### src/rtl/c3z_pkg.sv
// Package for the streaming 3x3 convolution core: shared constants, register
// indexes and the result record that crosses the output queue.
// No dependencies.
package c3z_pkg;

  localparam int OUT_BITS      = 36;
  localparam int KREG_BITS     = 48;
  localparam int DIM_REG_BITS  = 9;
  localparam int CFG_DATA_BITS = 48;
  localparam int CFG_IDX_BITS  = 3;
  localparam int MIN_DIM       = 3;
  localparam int TAPS          = 3;

  localparam int FIFO_DEPTH    = 8;
  localparam int FIFO_PTR_BITS = $clog2(FIFO_DEPTH);
  localparam int FIFO_CNT_BITS = $clog2(FIFO_DEPTH + 1);

  localparam logic [DIM_REG_BITS-1:0] DIM_RESET = 9'd255;

  typedef enum logic [CFG_IDX_BITS-1:0] {
    CFG_KERNEL_LEFT  = 3'd0,
    CFG_KERNEL_MID   = 3'd1,
    CFG_KERNEL_RIGHT = 3'd2,
    CFG_IMAGE_WIDTH  = 3'd3,
    CFG_IMAGE_HEIGHT = 3'd4
  } cfg_idx_e;

  typedef struct packed {
    logic                       frame_last;
    logic signed [OUT_BITS-1:0] filtered;
  } res_t;

endpackage

### src/rtl/c3z_if.sv


interface c3z_res_if import c3z_pkg::*; ();
  logic                       valid;
  logic                       ready;
  logic signed [OUT_BITS-1:0] filtered;
  logic                       frame_last;

  modport source (output valid, filtered, frame_last, input ready);
  modport sink   (input valid, filtered, frame_last, output ready);
endinterface

### src/rtl/c3z_out_fifo.sv
// Result queue of the 3x3 convolution core; drives the result channel from
// registered entries. Depends on c3z_pkg and c3z_res_if.
module c3z_out_fifo import c3z_pkg::*; (
  input  logic                     clk_i,
  input  logic                     rst_ni,
  input  logic                     push_i,
  input  res_t                     push_data_i,
  c3z_res_if.source                res_o,
  output logic [FIFO_CNT_BITS-1:0] count_o
);

  res_t                     mem [FIFO_DEPTH];
  logic [FIFO_PTR_BITS-1:0] wr_ptr_q;
  logic [FIFO_PTR_BITS-1:0] rd_ptr_q;
  logic [FIFO_CNT_BITS-1:0] cnt_q;
  logic                     pop;

  assign pop = res_o.valid && res_o.ready;

  always_ff @(posedge clk_i) begin
    if (push_i) begin
      mem[wr_ptr_q] <= push_data_i;
    end
  end

  always_ff @(posedge clk_i or negedge rst_ni) begin
    if (!rst_ni) begin
      wr_ptr_q <= '0;
      rd_ptr_q <= '0;
      cnt_q    <= '0;
    end else begin
      if (push_i) begin
        wr_ptr_q <= wr_ptr_q + FIFO_PTR_BITS'(1);
      end
      if (pop) begin
        rd_ptr_q <= rd_ptr_q + FIFO_PTR_BITS'(1);
      end
      cnt_q <= cnt_q + FIFO_CNT_BITS'(push_i) - FIFO_CNT_BITS'(pop);
    end
  end

  assign res_o.valid      = (cnt_q != '0);
  assign res_o.filtered   = mem[rd_ptr_q].filtered;
  assign res_o.frame_last = mem[rd_ptr_q].frame_last;
  assign count_o          = cnt_q;

endmodule

### src/flat_wrapper.sv
// flat-port wrapper written by rule: the top's interface ports become plain ports
module c3z_out_fifo_flat import c3z_pkg::*;
  (clk_i, rst_ni, push_i, push_data_i, count_o, res_o_valid, res_o_filtered, res_o_frame_last, res_o_ready);
  c3z_res_if res_o_i ();
  input  logic clk_i;
  input  logic rst_ni;
  input  logic push_i;
  input  res_t push_data_i;
  output logic [FIFO_CNT_BITS-1:0] count_o;
  output wire logic [$bits(res_o_i.valid)-1:0] res_o_valid;
  output wire logic [$bits(res_o_i.filtered)-1:0] res_o_filtered;
  output wire logic [$bits(res_o_i.frame_last)-1:0] res_o_frame_last;
  input wire logic [$bits(res_o_i.ready)-1:0] res_o_ready;
  assign res_o_valid = res_o_i.valid;
  assign res_o_filtered = res_o_i.filtered;
  assign res_o_frame_last = res_o_i.frame_last;
  assign res_o_i.ready = res_o_ready;
  c3z_out_fifo u_core (.clk_i(clk_i), .rst_ni(rst_ni), .push_i(push_i), .push_data_i(push_data_i), .res_o(res_o_i), .count_o(count_o));
endmodule
### config.mk
export PLATFORM = sky130hd
export DESIGN_NAME = c3z_out_fifo_flat
export DESIGN_NICKNAME = d
export VERILOG_FILES = /design/src/rtl/c3z_pkg.sv /design/src/rtl/c3z_if.sv /design/src/rtl/c3z_out_fifo.sv /design/src/flat_wrapper.sv
export SDC_FILE = /design/constraint.sdc
export NUM_CORES = 1
export LEC_CHECK = 0
export BUFFER_PORTS_ARGS = -buffer_cell sky130_fd_sc_hd__buf_2
export CAP_MARGIN = 20
export CORE_MARGIN = 2
export CORE_UTILIZATION = 25
export CTS_CLUSTER_SIZE = 10
export DETAILED_ROUTE_END_ITERATION = 10
export GPL_TIMING_DRIVEN = 0
export PLACE_DENSITY_LB_ADDON = 0.2
export SYNTH_ARGS = -nofsm -noshare
export SYNTH_HDL_FRONTEND = slang
export SYNTH_SLANG_ARGS = --single-unit
### constraint.sdc
create_clock -name clk_i -period 10.2 [get_ports clk_i]
set_clock_uncertainty 0.05 [all_clocks]
set_input_delay 1.02 -clock clk_i [delete_from_list [all_inputs] [get_ports clk_i]]
set_output_delay 1.02 -clock clk_i [all_outputs]
set_load 0.005 [all_outputs]
---- Word-level counts from Yosys, hierarchy flattened ----
Memory sizes are Yosys's and may differ from the RTL's.
Cells that the tools add are included.
W data, S select, Z words.
word-level totals
  bits in registers ....................... 10
  bits in latches ......................... 0
  bits in writable memories ............... 296
  memory bits (read-only) ................. 0
  logic and storage cells ................. 12
  memories ................................ 1
memories
  name        words  bits a word  rd ports  clocked after Yosys merged registers in  write ports  RTL line            source
  u_core.mem  8      37           1         0                                        1            c3z_out_fifo.sv:12  res_t mem [FIFO_DEPTH];
cells by class
  add/subtract/negate cells ............... 4
  $mul .................................... 0
  divide/modulo/power cells ............... 0
  order comparisons ....................... 0
  equal/unequal tests ..................... 0
  shift-type cells ........................ 0
  mux-type cells .......................... 2
  bitwise gates (word level) .............. 0
  reductions and logical operators ........ 2
operators with widths
  operator               number
  $add A3 B1 Y3 const B  2
  $add A4 B1 Y4          1
  $reduce_bool A4 Y1     1
  $sub A4 B1 Y4          1
  $mux W1                2
  $logic_and A1 B1 Y1    1

---- Depth between registers and ports, before layout ----
Gate-level depths: netlist of run 1.
  word-level depth ........................ 3
  mapped depth ............................ 11
  gate-level depth less buffers ........... 11

---- Least setup slack after synthesis of run 1 ----
No wires, ideal clock.
  path type ............................... input -> register
  start ................................... input push_i
  end ..................................... memory u_core.mem[0][0] (netlist name) (enable)
  library setup time ...................... 0.477 ns
  arrival ................................. 3.655 ns
  data required time ...................... 9.673 ns
  slack ................................... 6.018 ns
  stages .................................. 2
  path buffers ............................ 0
  cells stage by stage .................... nand2b_1 > nor3_1
on the way
  cells in the longest elaborated chain, start to end .. 2
RTL lines
  item                           RTL line            source
  start, declared                flat_wrapper.sv:7   input logic push_i;
  $mux W1                        c3z_out_fifo.sv:21  if (push_i) begin
  $mux W1 (not written as such)  c3z_out_fifo.sv:22  mem[wr_ptr_q] <= push_data_i;
  end, declared                  c3z_out_fifo.sv:12
Every way passes these cells.

---- Final worst setup path of run 1 ----
  start ................................... register u_core.rd_ptr_q[1]
  end ..................................... output res_o_filtered[31]
on the way
  cells in the longest elaborated chain, start to end .. 1
RTL lines
  item                    RTL line            source
  start, declared         c3z_out_fifo.sv:14  logic [FIFO_PTR_BITS-1:0] rd_ptr_q;
  start signal, assigned  c3z_out_fifo.sv:36  rd_ptr_q <= rd_ptr_q + FIFO_PTR_BITS'(1);
  $mem_v2 Z8 W37          --
  end, declared           flat_wrapper.sv:11  output wire logic [$bits(res_o_i.filtered)-1:0] res_o_filtered;
Every way passes these cells.

==> metrics, run 1 <==
status finished, final reports clean; I/O pin total 83; sequential power share 40.4%; Final Hold Viols 0; Critical Path RT 9.13 ns; CTS root buf clkbuf_16; DRT Pass-1 Iters 4; Fmax 255 MHz; Avg Inst Size Synth 24.3 µm²; GR Overflow Total 0; Inst Count DP 1,187; Critical Path AT 2.85 ns; Crit Reg-Reg Startpoint u_core.count_o[2]; clock tree buffer depth 3; via count 5,328; Max transition margin 37.0%; gr usage total 11.3%; max-slew violations 0; YS warnings 0; dpl cell area 13,100 µm²; FP Rows 79; cts hold-fix bufs 0; cts bufs inserted 37; initial antenna violation count 5; post-synth cell types 21; Peak VDD IR 0.000129 V; worst slew pin tran 0.942 ns; Die Wd 220 µm; DRC viols 0; Tmin final 3.92 ns; Internal Pwr Total 0.00289 W; sw power 0.00117 W; vias in the first global route 5,882; setup bufs post-CTS 0; Final Power 0.00405 W; cells after synthesis 481; CTS tree yes; number of max-cap violations 0; critical path class flip-flop to primary output; setup total negative slack 0 ns; Power Density 286 nW/µm²; antenna-violating nets left 0; Reg2Reg Depth 11; H-tree depth 2; Place WS 6.75 ns; crit path max fanout 10; Detail Placement HPWL 17,200 µm; RSZ-0062 raised after global routing no; Initial Util 25.2%; Cell Area, Synth 11,700 µm²; switching portion of total power 28.8%; startpoint types flip-flop; path type of the worst min-delay path input pin to asynchronous set/reset pin; core box area 46,400 µm²; fin crit share 38.4%; P&R area growth vs syn 21.5%; crit end category primary output; # clock sinks 306; Yosys reg bits 306; Clk pwr share 28.3%; Die Span Y 220 µm; Worst R2R Setup Slack 7.57 ns; first-pass GRT wire length 38,800 µm; CTS clk-pin slew, worst paths 0.06 ns; Clock Latency Late Sink 0.51 ns; pin count of the biggest net entering global routing 22; Final Non-Filler Cells 1,240; final worst slack 6.28 ns; share of the synthesized area in the top cell type 76.2%; Comb pwr share 31.3%; number of vias per cell 4.30; Routed Wire Length 26,900 µm; initial drt markers 269; syn_nets 530; Final Cell Area 14,200 µm²; Final GP Congestion 0.695; die area 48,400 µm²; # resized after CTS 0; Yosys top cell by area edfxtp_1; share of post-route cells with drive strength above 1 43.5%; nets 668; Seq/Total Area, Yosys 78.3%; Leakage 4.62 nW; top cells by area, synth edfxtp_1 76%, mux4_2 14%, mux2_2 3.8%; setup violators final 0; Routed wire per std cell 21.7 µm; reg-to-reg critical path endpoint u_core.count_o[2]; I/O Buffers 82
==> layer usage <==
metal	GRT usage, %	wire [µm]	up-vias
met5	0	43	-
met2	19.7	13800	107
met1	13.7	11200	2867
met3	3.05	1310	47
li1	-	-	2299
met4	3.29	537	8
==> cell usage after synthesis <==
cell type	number
nand2_1	4
clkbuf_1	6
nor3_1	2
nand3_1	1
dfrtp_1	10
xor2_1	2
mux2_2	39
ha_1	7
inv_1	9
buf_6	6
edfxtp_1	296
xnor2_1	4
mux4_2	72
nor2_1	6
fa_1	1
a21o_1	1
buf_2	8
mux4_1	2
nand2b_1	3
a21oi_1	1
or3b_2	1
==> how the worst max path moves through the flow <==
stage	start	to	slack [ns]	depth (start not counted)
after floorplan	push_i	u_core.mem[0][0]	6.02	2
after global placement	push_i	u_core.mem[0][22]	2.37	3
after detailed placement	u_core.rd_ptr_q[1]	res_o_filtered[31]	6.75	4
after CTS	u_core.rd_ptr_q[1]	res_o_filtered[31]	6.18	4
after global routing	u_core.rd_ptr_q[1]	res_o_filtered[31]	6.13	4
final	u_core.rd_ptr_q[1]	res_o_filtered[31]	6.28	4
==> placed cells by master, fill, tap and decap left out, drive strengths merged <==
cell type	netlist	layout
a21o	1	1
a21oi	1	1
buf	14	113
clkbuf	6	55
clkinv	0	1
dfrtp	10	10
diode	0	1
edfxtp	296	296
fa	1	1
ha	7	7
inv	9	11
mux2	39	39
mux4	74	74
nand2	4	4
nand2b	3	3
nand3	1	1
nor2	6	6
nor3	2	2
or3b	1	1
xnor2	4	4
xor2	2	2
==> critical path: stages (launching register included) <==
cell and delay (ns):
dfrtp_1 0.43, clkbuf_1 0.63, clkbuf_1 0.69, mux2_2 0.45
buf_2 0.14
==> sequential cells by signal, summed over array words and instances, names as in the netlist <==
register and cells:
u_core.rd_ptr_q 3, u_core.mem 296, u_core.count_o 4, u_core.wr_ptr_q 3
==> layout make-up <==
class	count	area [µm²]
Tap cell	607	759
Clock inverter	3	22.5
Buffer	20	130
Fill cell	4389	32200
Multi-Input combinational cell	146	2420
Antenna cell	1	2.50
Inverter	9	33.8
Clock buffer	49	1010
Sequential cell	306	9140
Timing Repair Buffer	99	658
==> stage by stage <==
stage	hold WS, ns	utilization (%)
after floorplan	0.467	-
after global placement	0.480	27.7
after detailed placement	0.503	28.3
after CTS	0.293	30.6
after global routing	0.310	30.6
final	0.316	30.6
==> cell families after synthesis <==
| group | after synthesis | share of synthesized area, % |
|---|---|---|
| flops | 306 | 78.3 |
| mux | 113 | 18.1 |
| compound gates | 2 | 0.107 |
| buf+inv | 29 | 1.40 |
| fa+ha+maj | 8 | 0.922 |
| simple gates | 17 | 0.686 |
| xor+xnor | 6 | 0.450 |
==> power by group through the flow <==
stage	logic (W)	clock network, W	registers (W)
floorplan	0.000776	0	0.00166
global placement	0.00125	0	0.00168
detailed placement	0.00132	0	0.00167
CTS	0.00133	0.00118	0.00164
global route	0.00138	0.00123	0.00165
finish	0.00127	0.00115	0.00164
Note: power is estimated with default switching activity, not from simulation.
==> inputs of run 2 (changes only) <==
==> constraint.sdc (replaced) <==
create_clock -name clk_i -period 4 [get_ports clk_i]
set_clock_uncertainty 0.05 [all_clocks]
set_input_delay 0.4 -clock clk_i [delete_from_list [all_inputs] [get_ports clk_i]]
set_output_delay 0.4 -clock clk_i [all_outputs]
set_load 0.005 [all_outputs]
==> metrics, run 2 (synthesis results as in run 1) <==
max reg flops 296; initial drt markers 285; initial antenna violation count 5; Detail Placement HPWL 17,200 µm; crit end category primary output; RSZ-0062 raised after global routing no; H-tree depth 2; Routed Wire Length 26,900 µm; setup violators final 0; fin crit share 82.8%; Top Family by Delay on Critical Path buffers and inverters; Final GP Congestion 0.695; Peak VDD IR 0.000331 V; Die Span Y 220 µm; number of vias per cell 4.28; share of post-route cells with drive strength above 1 43.4%; vias in the first global route 5,888; core box area 46,400 µm²; CTS clk-pin slew, worst paths 0.06 ns; Final Non-Filler Cells 1,241; I/O Buffers 82; GR Overflow Total 0; worst path bufs/invs 3; cell depth of the worst hold path 1; Final Power 0.0103 W; CP peak stage delay 0.68 ns; CP cell instances clkbuf_1 > clkbuf_1 > mux2_2 > buf_2; setup bufs post-CTS 0; Routed wire per std cell 21.6 µm; Tmin final 3.31 ns; Reg2Reg Depth 11; Critical Path AT 2.86 ns; FP Rows 79; clock tree buffer depth 3; DRC viols 0; cts bufs inserted 37; most frequent cell on the critical path clkbuf_1; Power Density 729 nW/µm²; worst slew pin tran 0.946 ns; I/O pin total 83; status finished, final reports clean; Leakage 4.63 nW; Sequential Area 9140 µm²; Critical Path RT 3.55 ns; Crit. path cell count 4; nets 669; P&R area growth vs syn 21.6%; number of max-cap violations 0; most frequent cells in the layout 296 x edfxtp_1, 90 x buf_2, 72 x mux4_2; area of the multi-input gates 2420 µm²; gr usage total 11.3%; startpoint types flip-flop; # clock sinks 306; Inst Count DP 1,187; Biggest register u_core.mem; DRT Pass-1 Iters 6; most common cell after layout, fill and taps aside edfxtp_1; path type of the worst min-delay path input pin to flip-flop; Die Wd 220 µm; first-pass GRT wire length 38,800 µm; # resized after CTS 0; Final Cell Area 14,200 µm²; Fmax 302 MHz; critical path class flip-flop to primary output; crit path max-delay cell type clkbuf_1; antenna-violating nets left 0; Filler Cell Count 4,388; dpl cell area 13,100 µm²; crit path max fanout 10; via count 5,317; Clock Latency Late Sink 0.51 ns; max-slew violations 0; setup total negative slack 0 ns; pin count of the biggest net entering global routing 22; Initial Util 25.2%; Max transition margin 36.8%; CTS root buf clkbuf_16; die area 48,400 µm²; CTS tree yes; Final Hold Viols 0; Hold Slack 0.0982 ns
run 2: cell count changes in the layout (fill, tap and decap cells not counted):
cell           delta
dlygate4sd3_1     +1
run 2: repair_timing:
action | in CTS | in global routing
hold endpoints to repair | 10 | 0
hold buffers | 1 | 0
setup endpoints to repair | 0 | 0
run 2: path summary, 6_finish.rpt:
| kind | from | to | slack (ns) |
|---|---|---|---|
| worst min register to register | u_core.wr_ptr_q[1] | u_core.wr_ptr_q[1] | 0.52 |
| min in group asynchronous | rst_ni | u_core.count_o[0] | 0.23 |
| worst max-delay path | u_core.rd_ptr_q[1] | res_o_filtered[31] | 0.69 |
| max in group asynchronous | rst_ni | u_core.wr_ptr_q[0] | 3.47 |
| worst min-delay path | push_data_i[36] | u_core.mem[0][36] | 0.1 |
| worst max register to register | u_core.count_o[2] | u_core.count_o[2] | 1.37 |
run 2: cell type report:
type / instances / area share, %
Sequential cell: 306 / 64.4
Multi-Input combinational cell: 146 / 17.1
Clock buffer: 49 / 7.14
Tap cell: 607 / 5.35
Timing Repair Buffer: 100 / 4.71
Buffer: 20 / 0.917
Inverter: 9 / 0.238
Clock inverter: 3 / 0.159
Antenna cell: 1 / 0.0176
run 2: stage by stage:
step                      setup WS, ns  util (%)
after global routing             0.549      30.6
final                            0.687      30.6
after CTS                        0.601      30.6
after floorplan                  0.359         -
after global placement           -3.21      27.7
after detailed placement          1.17      28.3
run 2: power by group:
part           leakage [nW]  internal [W]  switching (W)  total, W
combinational          1.31       0.00157        0.00167   0.00323
clock                 0.505       0.00175        0.00117   0.00293
sequential             2.81       0.00404       0.000139   0.00418
run 2: worst register-to-register path, stage by stage (launching register included):
cell and delay, ns:
dfrtp_1 0.38, inv_1 0.09, ha_1 0.15, or3b_2 0.49
nand2_1 0.17, inv_1 0.07, ha_1 0.27, inv_1 0.06
ha_1 0.16, inv_1 0.07, fa_1 0.40, xnor2_1 0.20
run 2: metal layers:
| metal | share of wire (%) | global-route usage [%] | vias up |
|---|---|---|---|
| met4 | 2.1 | 3.29 | 8 |
| met3 | 4.7 | 3.05 | 48 |
| met2 | 51 | 19.7 | 102 |
| met1 | 42 | 13.7 | 2856 |
| li1 | - | - | 2303 |
| met5 | 0.16 | 0 | - |
